`src/hw/rtl/dtes_pkg.sv`:
```
package dtes_pkg;

  localparam int unsigned DAYS_W   = 18;
  localparam int unsigned SOD_W    = 17;
  localparam int unsigned EPOCH_W  = 35;
  localparam int unsigned OFFSET_W = 17;

  localparam logic [11:0] BASE_YEAR      = 12'd1900;
  localparam logic [8:0]  EPOCH_YEAR_OFS = 9'd70;
  // leap days counted before 1970: 1969/4 - 1969/100 + 1969/400
  localparam logic [DAYS_W-1:0] LEAP_DAYS_1970 = 18'd477;
  localparam logic [DAYS_W-1:0] DAYS_PER_YEAR  = 18'd365;

  // x / 100 == (x * 5243) >> 19 for x below 43699
  localparam logic [24:0] DIV100_MUL = 25'd5243;
  localparam logic [11:0] HUNDRED    = 12'd100;

  localparam logic [EPOCH_W-1:0] SECS_PER_DAY  = 35'd86400;
  localparam logic [SOD_W-1:0]   SECS_PER_HOUR = 17'd3600;
  localparam logic [SOD_W-1:0]   SECS_PER_MIN  = 17'd60;

  localparam logic [OFFSET_W-1:0] ZONE_OFFSET_RESET = 17'd28800;

  localparam logic [3:0] MONTH_MAX  = 4'd11;
  localparam logic [4:0] HOUR_MAX   = 5'd23;
  localparam logic [5:0] MINSEC_MAX = 6'd59;

  // work handed from the day stage to the seconds stage
  typedef struct packed {
    logic              valid;
    logic              err;
    logic [DAYS_W-1:0] days;
    logic [SOD_W-1:0]  sod;
  } mid_t;

  // days before the first of the month
  function automatic logic [8:0] cum_days(input logic [3:0] mon, input logic leap);
    logic [8:0] base;
    logic [8:0] extra;
    base  = 9'd0;
    extra = (leap && (mon > 4'd1)) ? 9'd1 : 9'd0;
    unique case (mon)
      4'd0:    base = 9'd0;
      4'd1:    base = 9'd31;
      4'd2:    base = 9'd59;
      4'd3:    base = 9'd90;
      4'd4:    base = 9'd120;
      4'd5:    base = 9'd151;
      4'd6:    base = 9'd181;
      4'd7:    base = 9'd212;
      4'd8:    base = 9'd243;
      4'd9:    base = 9'd273;
      4'd10:   base = 9'd304;
      4'd11:   base = 9'd334;
      default: base = 9'd0;
    endcase
    return base + extra;
  endfunction

endpackage

```
`src/hw/rtl/dtes_day_calc.sv`:
```
module dtes_day_calc (
  input  logic                 clk,
  input  logic                 rst,
  input  logic                 in_valid,
  input  logic [8:0]           years_since_1900,
  input  logic [3:0]           month_index,
  input  logic [4:0]           day_of_month,
  input  logic [4:0]           hour_of_day,
  input  logic [5:0]           minute_of_hour,
  input  logic [5:0]           second_of_minute,
  output dtes_pkg::mid_t       mid
);

  logic       vld;
  logic [8:0] yr;
  logic [3:0] mon;
  logic [4:0] day;
  logic [4:0] hr;
  logic [5:0] mi;
  logic [5:0] se;

  logic [11:0] year;
  logic [11:0] prev_year;
  logic [24:0] year_prod;
  logic [5:0]  year_div100;
  logic [11:0] year_hund;
  logic        leap;
  logic [9:0]  prev_div4;
  logic [24:0] prev_prod;
  logic [5:0]  prev_div100;
  logic [24:0] quad_prod;
  logic [5:0]  prev_div400;
  logic [dtes_pkg::DAYS_W-1:0] leap_days;
  logic [dtes_pkg::DAYS_W-1:0] year_days;
  logic [8:0]  month_days;
  logic        err;
  dtes_pkg::mid_t mid_next;

  // request register
  always_ff @(posedge clk) begin
    if (rst) begin
      vld <= 1'b0;
    end else begin
      vld <= in_valid;
    end
    yr  <= years_since_1900;
    mon <= month_index;
    day <= day_of_month;
    hr  <= hour_of_day;
    mi  <= minute_of_hour;
    se  <= second_of_minute;
  end

  // leap status of the full year
  always_comb begin
    year        = {3'b0, yr} + dtes_pkg::BASE_YEAR;
    prev_year   = year - 12'd1;
    year_prod   = {13'b0, year} * dtes_pkg::DIV100_MUL;
    year_div100 = year_prod[24:19];
    year_hund   = {6'b0, year_div100} * dtes_pkg::HUNDRED;
    leap        = (year[1:0] == 2'd0) &&
                  ((year != year_hund) || (year_div100[1:0] == 2'd0));
  end

  // leap days between 1970 and the start of the year
  always_comb begin
    prev_div4   = prev_year[11:2];
    prev_prod   = {13'b0, prev_year} * dtes_pkg::DIV100_MUL;
    prev_div100 = prev_prod[24:19];
    quad_prod   = {15'b0, prev_div4} * dtes_pkg::DIV100_MUL;
    prev_div400 = quad_prod[24:19];
    leap_days   = {8'b0, prev_div4} + {12'b0, prev_div400} - {12'b0, prev_div100}
                  - dtes_pkg::LEAP_DAYS_1970;
  end

  // day count and time of day
  always_comb begin
    year_days  = {9'b0, yr - dtes_pkg::EPOCH_YEAR_OFS} * dtes_pkg::DAYS_PER_YEAR;
    month_days = dtes_pkg::cum_days(mon, leap);
    err = (se > dtes_pkg::MINSEC_MAX) || (mi > dtes_pkg::MINSEC_MAX) ||
          (hr > dtes_pkg::HOUR_MAX) || (day == 5'd0) ||
          (mon > dtes_pkg::MONTH_MAX) || (yr < dtes_pkg::EPOCH_YEAR_OFS);
    mid_next.valid = vld;
    mid_next.err   = err;
    mid_next.days  = year_days + leap_days + {9'b0, month_days} + {13'b0, day}
                     - 18'd1;
    mid_next.sod   = ({12'b0, hr} * dtes_pkg::SECS_PER_HOUR) +
                     ({11'b0, mi} * dtes_pkg::SECS_PER_MIN) + {11'b0, se};
  end

  // stage register
  always_ff @(posedge clk) begin
    if (rst) begin
      mid.valid <= 1'b0;
    end else begin
      mid.valid <= mid_next.valid;
    end
    mid.err  <= mid_next.err;
    mid.days <= mid_next.days;
    mid.sod  <= mid_next.sod;
  end

endmodule

```
`src/hw/rtl/dtes_sec_calc.sv`:
```
module dtes_sec_calc (
  input  logic                                  clk,
  input  logic                                  rst,
  input  dtes_pkg::mid_t                        mid,
  input  logic signed [dtes_pkg::OFFSET_W-1:0]  zone_offset,
  output logic                                  done,
  output logic signed [dtes_pkg::EPOCH_W-1:0]   epoch_seconds,
  output logic                                  field_error
);

  logic [dtes_pkg::EPOCH_W-1:0]  day_secs;
  logic signed [dtes_pkg::EPOCH_W:0] total;
  logic [dtes_pkg::EPOCH_W-1:0]  epoch_next;

  // seconds of whole days plus time of day, less the zone offset; all ones on a field error
  always_comb begin
    day_secs = {17'b0, mid.days} * dtes_pkg::SECS_PER_DAY;
    total    = $signed({1'b0, day_secs}) + $signed({19'b0, mid.sod})
               - $signed({{19{zone_offset[dtes_pkg::OFFSET_W-1]}}, zone_offset});
    epoch_next = mid.err ? {dtes_pkg::EPOCH_W{1'b1}} : total[dtes_pkg::EPOCH_W-1:0];
  end

  // result register
  always_ff @(posedge clk) begin
    if (rst) begin
      done <= 1'b0;
    end else begin
      done <= mid.valid;
    end
    epoch_seconds <= epoch_next;
    field_error   <= mid.err;
  end

endmodule

```
`src/hw/rtl/date_to_epoch_seconds_core.sv`:
```
// Converts a local calendar date and time to epoch seconds, less the zone
// offset. A request is taken on any cycle with start high and busy low; busy
// is high only while rst is held, so one request can enter every cycle. The
// result passes the request register, the day-count stage and the result
// register, and appears with done high for exactly one cycle; there is no
// way to hold it, so the receiver must capture it on that cycle. An
// out-of-range field gives field_error high and epoch_seconds all ones.
// The zone offset register resets to eight hours and should be written only
// while no request is in flight.
module date_to_epoch_seconds_core (
  input  logic                                  clk,
  input  logic                                  rst,
  input  logic                                  start,
  output logic                                  busy,
  input  logic [8:0]                            years_since_1900,
  input  logic [3:0]                            month_index,
  input  logic [4:0]                            day_of_month,
  input  logic [4:0]                            hour_of_day,
  input  logic [5:0]                            minute_of_hour,
  input  logic [5:0]                            second_of_minute,
  input  logic                                  cfg_wr_en,
  input  logic signed [dtes_pkg::OFFSET_W-1:0]  cfg_wr_data,
  output logic                                  done,
  output logic signed [dtes_pkg::EPOCH_W-1:0]   epoch_seconds,
  output logic                                  field_error
);

  logic signed [dtes_pkg::OFFSET_W-1:0] zone_offset_seconds;
  dtes_pkg::mid_t mid;

  assign busy = rst;

  // zone offset register
  always_ff @(posedge clk) begin
    if (rst) begin
      zone_offset_seconds <= dtes_pkg::ZONE_OFFSET_RESET;
    end else if (cfg_wr_en) begin
      zone_offset_seconds <= cfg_wr_data;
    end
  end

  dtes_day_calc u_day_calc (
    .clk              (clk),
    .rst              (rst),
    .in_valid         (start && !busy),
    .years_since_1900 (years_since_1900),
    .month_index      (month_index),
    .day_of_month     (day_of_month),
    .hour_of_day      (hour_of_day),
    .minute_of_hour   (minute_of_hour),
    .second_of_minute (second_of_minute),
    .mid              (mid)
  );

  dtes_sec_calc u_sec_calc (
    .clk           (clk),
    .rst           (rst),
    .mid           (mid),
    .zone_offset   (zone_offset_seconds),
    .done          (done),
    .epoch_seconds (epoch_seconds),
    .field_error   (field_error)
  );

endmodule

```
`config.mk`:
```
export PLATFORM = sky130hd
export DESIGN_NAME = date_to_epoch_seconds_core
export DESIGN_NICKNAME = d
export VERILOG_FILES = /design/src/hw/rtl/dtes_pkg.sv /design/src/hw/rtl/dtes_day_calc.sv /design/src/hw/rtl/dtes_sec_calc.sv /design/src/hw/rtl/date_to_epoch_seconds_core.sv
export SDC_FILE = /design/constraint.sdc
export NUM_CORES = 1
export LEC_CHECK = 0
export ABC_AREA = 1
export BUFFER_PORTS_ARGS = -buffer_cell sky130_fd_sc_hd__buf_2
export CORE_ASPECT_RATIO = 0.8
export CORE_MARGIN = 10
export CORE_UTILIZATION = 57
export CTS_BUF_LIST = sky130_fd_sc_hd__clkbuf_8
export DETAILED_ROUTE_END_ITERATION = 7
export GPL_TIMING_DRIVEN = 1
export PLACE_DENSITY = 0.79
export SLEW_MARGIN = 10
export SYNTH_ARGS = -nofsm -noshare
export SYNTH_HDL_FRONTEND = slang
export SYNTH_HIERARCHICAL = 1
export SYNTH_SLANG_ARGS = --single-unit
```
`constraint.sdc`:
```
create_clock -name clk -period 15 [get_ports clk]
set_clock_uncertainty 0.2 [all_clocks]
set_input_delay 3 -clock clk [delete_from_list [all_inputs] [get_ports clk]]
set_output_delay 3 -clock clk [all_outputs]
set_load 0.03 [all_outputs]
```
* After elaboration in Yosys (flattened, before gate mapping) *
Memory sizes are Yosys's and may differ from the RTL's. A register that Yosys moved wholly into a read port is not among the register bits.
Index checks and enable logic that the tools add are counted.

operators by class
  $lt $le $gt $ge = 6
  equal/unequal tests = 1
  reductions and logical operators = 13
  add/sub/neg operators = 15
  multiply operators = 8
  muxes and demuxes = 1

operator list
  kind                                                                           count
  12-bit by 13-bit multiplier with 25-bit output (second input constant)         2
  35-bit by 17-bit adder with 35-bit output                                      1
  35-bit by 17-bit subtractor with 35-bit output                                 1
  18-bit by 10-bit multiplier with 28-bit output (second input constant)         1
  10-bit by 13-bit multiplier with 23-bit output (second input constant)         1
  18-bit adder                                                                   1
  18-bit by 5-bit adder with 18-bit output                                       1
  18-bit by 9-bit adder with 18-bit output                                       1
  9-bit by 9-bit multiplier with 18-bit output (second input constant)           1
  18-bit by 1-bit subtractor with 18-bit output (second input constant)          1
  18-bit by 6-bit subtractor with 18-bit output                                  1
  18-bit by 9-bit subtractor with 18-bit output (second input constant)          1
  17-bit by 12-bit adder with 17-bit output                                      1
  17-bit by 6-bit adder with 17-bit output                                       1
  5-bit by 8-bit multiplier with 13-bit output (second input constant)           1
  9-bit by 11-bit adder with 12-bit output (second input constant)               1
  6-bit greater-than comparator (second input constant)                          2
  12-bit inequality test                                                         1
  12-bit by 1-bit subtractor with 12-bit output (second input constant)          1
  10-bit by 4-bit adder with 11-bit output                                       1
  6-bit by 4-bit multiplier with 10-bit output (second input constant)           1
  6-bit by 5-bit multiplier with 10-bit output (second input constant)           1
  9-bit adder                                                                    1
  9-bit by 7-bit less-than comparator with 1-bit output (second input constant)  1
  other kinds (10)                                                               18

storage, ports and cells
  bits in registers = 127
  bits of input ports = 56
  ROM bits = 144
  output and inout port bits = 38
  memories = 1
  logic and storage cells = 60

memory list
  memory           words  width  rd ports  clocked after memory_dff  write ports  line            source
  (no name shown)  16     9      1         1                         0            dtes_pkg.sv:42  unique case (mon)

* Longest topological paths before layout *
  depth in word-level cells = 12
  depth in mapped cells = 74
  gate-level depth less buffers = 74

* Modules after synthesis *
Netlist, hierarchy kept.

modules (own cells, without submodules)
  module                      sequential area each (µm²)  area an instance (µm²)  instances  cells an instance
  dtes_day_calc               1621.6                      14631.5                 1          1700
  dtes_sec_calc               740.7                       6831.6                  1          933
  date_to_epoch_seconds_core  340.3                       698.2                   1          103

* Least setup slack after synthesis *
OpenSTA, ideal clock, no wires.

  path kind = register to register
  start point = reg u_day_calc.yr[2]
  end point = reg u_day_calc/mid[33] (netlist name)
  cell stages (with the launch flop) = 68
  path slack = 2.313 ns
  data required time = 14.688 ns
  buffers on the path = 0
  clock period less this slack = 12.687 ns
  data arrival time = 12.375 ns
  cell sequence = dfxtp_1 -> inv_2 -> ha_1 -> inv_1 -> nand2_2 -> nand2_2 -> nand2_2 -> nand2_4 -> inv_1 -> fa_1 -> ha_1 -> inv_1 -> o21bai_1 -> inv_1 -> fa_1 -> inv_1 -> fa_1 -> inv_1 -> [32 not listed] -> inv_1 -> fa_1 -> fa_1 -> inv_1 -> ha_1 -> nand2_1 -> o21ai_0 -> a21oi_1 -> o21ai_0 -> nand2_1 -> nand2_1 -> a21oi_1 -> o21ai_0 -> nand3_1 -> nand2_1 -> nand2_1 -> nand3_1 -> nand2_1

RTL lines
  item                      line                 source
  start: declaration        dtes_day_calc.sv:15  logic [8:0] yr;
  start signal: assignment  dtes_day_calc.sv:46  yr <= years_since_1900;

==> impl_metrics.csv <==
group,metric,value,unit
run_status,run_status,"completed",
logic_synthesis,yosysTopAreaCell,"ha_1",
place,place_ws,855,ps
layout,n_fill_cell,3341,
timing,fin_crit_sh,92.7,%
logic_synthesis,synth_top_family_by_area,"adder cells",
clock_tree,cts_buffer_depth,2,
worst_setup_path,arrival,14070,ps
worst_setup_path,cp-end-kind,"register",
place,place_congestion,0.919,
detailed_routing,vias,17700,
logic_synthesis,synth_nets,3493,
detailed_routing,vias_per_cell,5.27,
grt,grt_overflow,0,
logic_synthesis,yosysWarnings,6,
logic_synthesis,synth-seq-cells,135,
worst_setup_path,crit_type,"reg -> reg",
logic_synthesis,async_flop_share,0,%
logic_synthesis,synth_fa_ha_area_share,47.3,%
timing,max_freq,71.9,MHz
logic_synthesis,syn-cell-area,0.0222,mm2
detailed_routing,drtAntennaViolNets,0,
logic_synthesis,synth_compound_area_share,8.67,%
grt,grt_pass1_wl,89800,um
detailed_routing,drt_iter0_markers,1064,
layout,areaGrowthSynthToFinish,6.57,%
clock_tree,clock_sinks,135,
layout,layout-drive-gt1-share,7.42,%
logic_synthesis,synth_top_area_share,26.8,%
worst_setup_path,crit_path_max_incr_delay,540,ps
timing,grt_setup_unrepaired,"no",
logic_synthesis,yosys-top-cells-area,"ha_1 27%, fa_1 21%, dfxtp_1 12%",
detailed_routing,first_pass_iters,6,
die,num_rows,64,
worst_setup_path,crit_fanout,13,
layout,fin_util,61.7,%
timing,slew_headroom,34.5,%
clock_tree,cts_tree,"done",
logic_synthesis,synth_most_common_cell,"inv_1",
die,die-area,0.0472,mm2
grt,grt_use_total,23.2,%
place,io_buffers,93,
run,max_cap_violations,0,
logic_synthesis,synth_area_per_cell,8.10,um2
timing,worst_slew_pin_slew,982,ps
logic_synthesis,synthCells,2736,
layout,nets,3601,
grt,grt_max_degree,32,
logic_synthesis,ys_top_cells_by_count,"671 x inv_1, 474 x ha_1, 383 x nand2_1, 227 x fa_1, 159 x a21oi_1",
die,die_h,196,um
timing,fin_ws,1100,ps
die,initial_core_util,57.9,%
grt,grt_pass1_vias,18300,
detailed_routing,drc,0,
clock_tree,h-tree-depth,4,
timing,slew_violations,0,
worst_setup_path,slowest_stage,"fa_1",
logic_synthesis,synth_mux_area_share,0,%
logic_synthesis,synth_edf_count,0,
grt,antenna_found_initial,3,
worst_setup_path,start_kind,"register",
clock_tree,worstSkewPairLatency,470,ps
detailed_routing,avgRoutedWirePerCell,15.8,um
logic_synthesis,synth-simple-area-share,15.2,%
timing,setup_viol,0,
layout,multiInputGateArea,0.0169,mm2
die,io-pin-count,94,
timing,min_period,13900,ps
worst_setup_path,crit_path_frequent_cell,"inv_1",
clock_tree,clockRootBuffer,"clkbuf_8",
clock_tree,cts_buffers,17,
clock_tree,clk_pin_slew_worst_paths,100,ps
layout,finalInstanceArea,0.0236,mm2
timing,final_hold_viol_count,0,
logic_synthesis,ys_seq_area_share,12.2,%
die,coreArea,0.0383,mm2
layout,seq_area,0.00270,mm2
die,fp.dieW,240,um
place,hpwlAfterDp,46900,um
timing,setup_tns,0,ps
logic_synthesis,ys.flop_type,"dfxtp_1",
detailed_routing,finalWirelength,52900,um
logic_synthesis,synth_xor_area_share,4.90,%
clock_tree,cts_hold_buf,0,
worst_setup_path,critPathRequiredTime,15170,ps
logic_synthesis,post_synth_num_cell_types,52,
place,placed_area,0.0232,mm2
hold_path,hold_class,"reg -> reg",
[cell type report]
| class | instances | area share, % |
|---|---|---|
| Inverter | 675 | 10.7 |
| Tap cell | 495 | 2.62 |
| Clock inverter | 15 | 0.662 |
| Sequential cell | 135 | 11.4 |
| Multi-Input combinational cell | 1917 | 71.4 |
| Antenna cell | 2 | 0.0212 |
| Clock buffer | 17 | 0.991 |
| Timing Repair Buffer | 98 | 2.13 |
[timing repair]
item,CTS,global route
setup endpoints to repair,0,5
resized for setup,0,2
buffers inserted,0,1
[stage by stage]
stage | hold WS [ps] | cells
2_1_floorplan | 110 | 2736
3_3_place_gp | 110 | 3319
3_5_place_dp | 116 | 3319
4_1_cts | 141 | 3351
5_1_grt | 149 | 3353
6_report | 138 | 3354
[path summary, 6_finish.rpt]
kind | slack [ps] | start | depth (start not counted) | to
worst max-delay path | 1100 | u_day_calc/yr[2] | 67 | u_day_calc/mid[33]
worst min register to register | 140 | u_day_calc/se[0] | 0 | u_day_calc/mid[0]
worst min-delay path | 140 | u_day_calc/se[0] | 0 | u_day_calc/mid[0]
worst max register to register | 1100 | u_day_calc/yr[2] | 67 | u_day_calc/mid[33]
[state kept, by name, indices dropped and copies added, names as in the netlist, named ones only]
name / count
u_day_calc/mid: 37
u_day_calc/mon: 3
u_day_calc/hr: 5
u_sec_calc/field_error: 1
u_sec_calc/done: 1
u_day_calc/mi: 6
u_day_calc/se: 6
u_day_calc/yr: 9
u_day_calc/day: 5
u_sec_calc/epoch_seconds: 35
u_day_calc/vld: 1
zone_offset_seconds: 17
[metal layers]
| layer | GRT usage (%) | share of wire (%) |
|---|---|---|
| met1 | 29.9 | 45 |
| met2 | 40.4 | 49 |
| met3 | 3.28 | 4.4 |
| met4 | 5.36 | 1.8 |
| met5 | 0 | 0.013 |
[critical path, delay by kind of cell, from the launching register on]
family          cells  cell delay, ps
compound gates     10            1770
flops               1             330
simple gates       21            2310
buf+inv            14            1260
xor+xnor            4             710
fa+ha+maj          18            7220
[kinds of logic after synthesis]
family | Yosys count
adder cells (fa/ha/maj) | 701
flip-flops | 135
buffers and inverters | 684
AO/OA/AOI/OAI | 330
XOR/XNOR | 124
AND/OR/NAND/NOR | 762
[cells in the final DEF, fill, tap and decap left out, drive strengths merged, types with 18 or more instances in the layout]
cell,count
nor3,18
nor2,146
xnor2,38
a21oi,163
dfxtp,135
xor2,86
fa,227
a21o,22
inv,686
o21ai,85
buf,98
nand4,18
nand3,125
ha,474
nand2,416
Power is not shown: default switching activity piles up to over one toggle a cycle in this logic, so the estimate is an artifact.
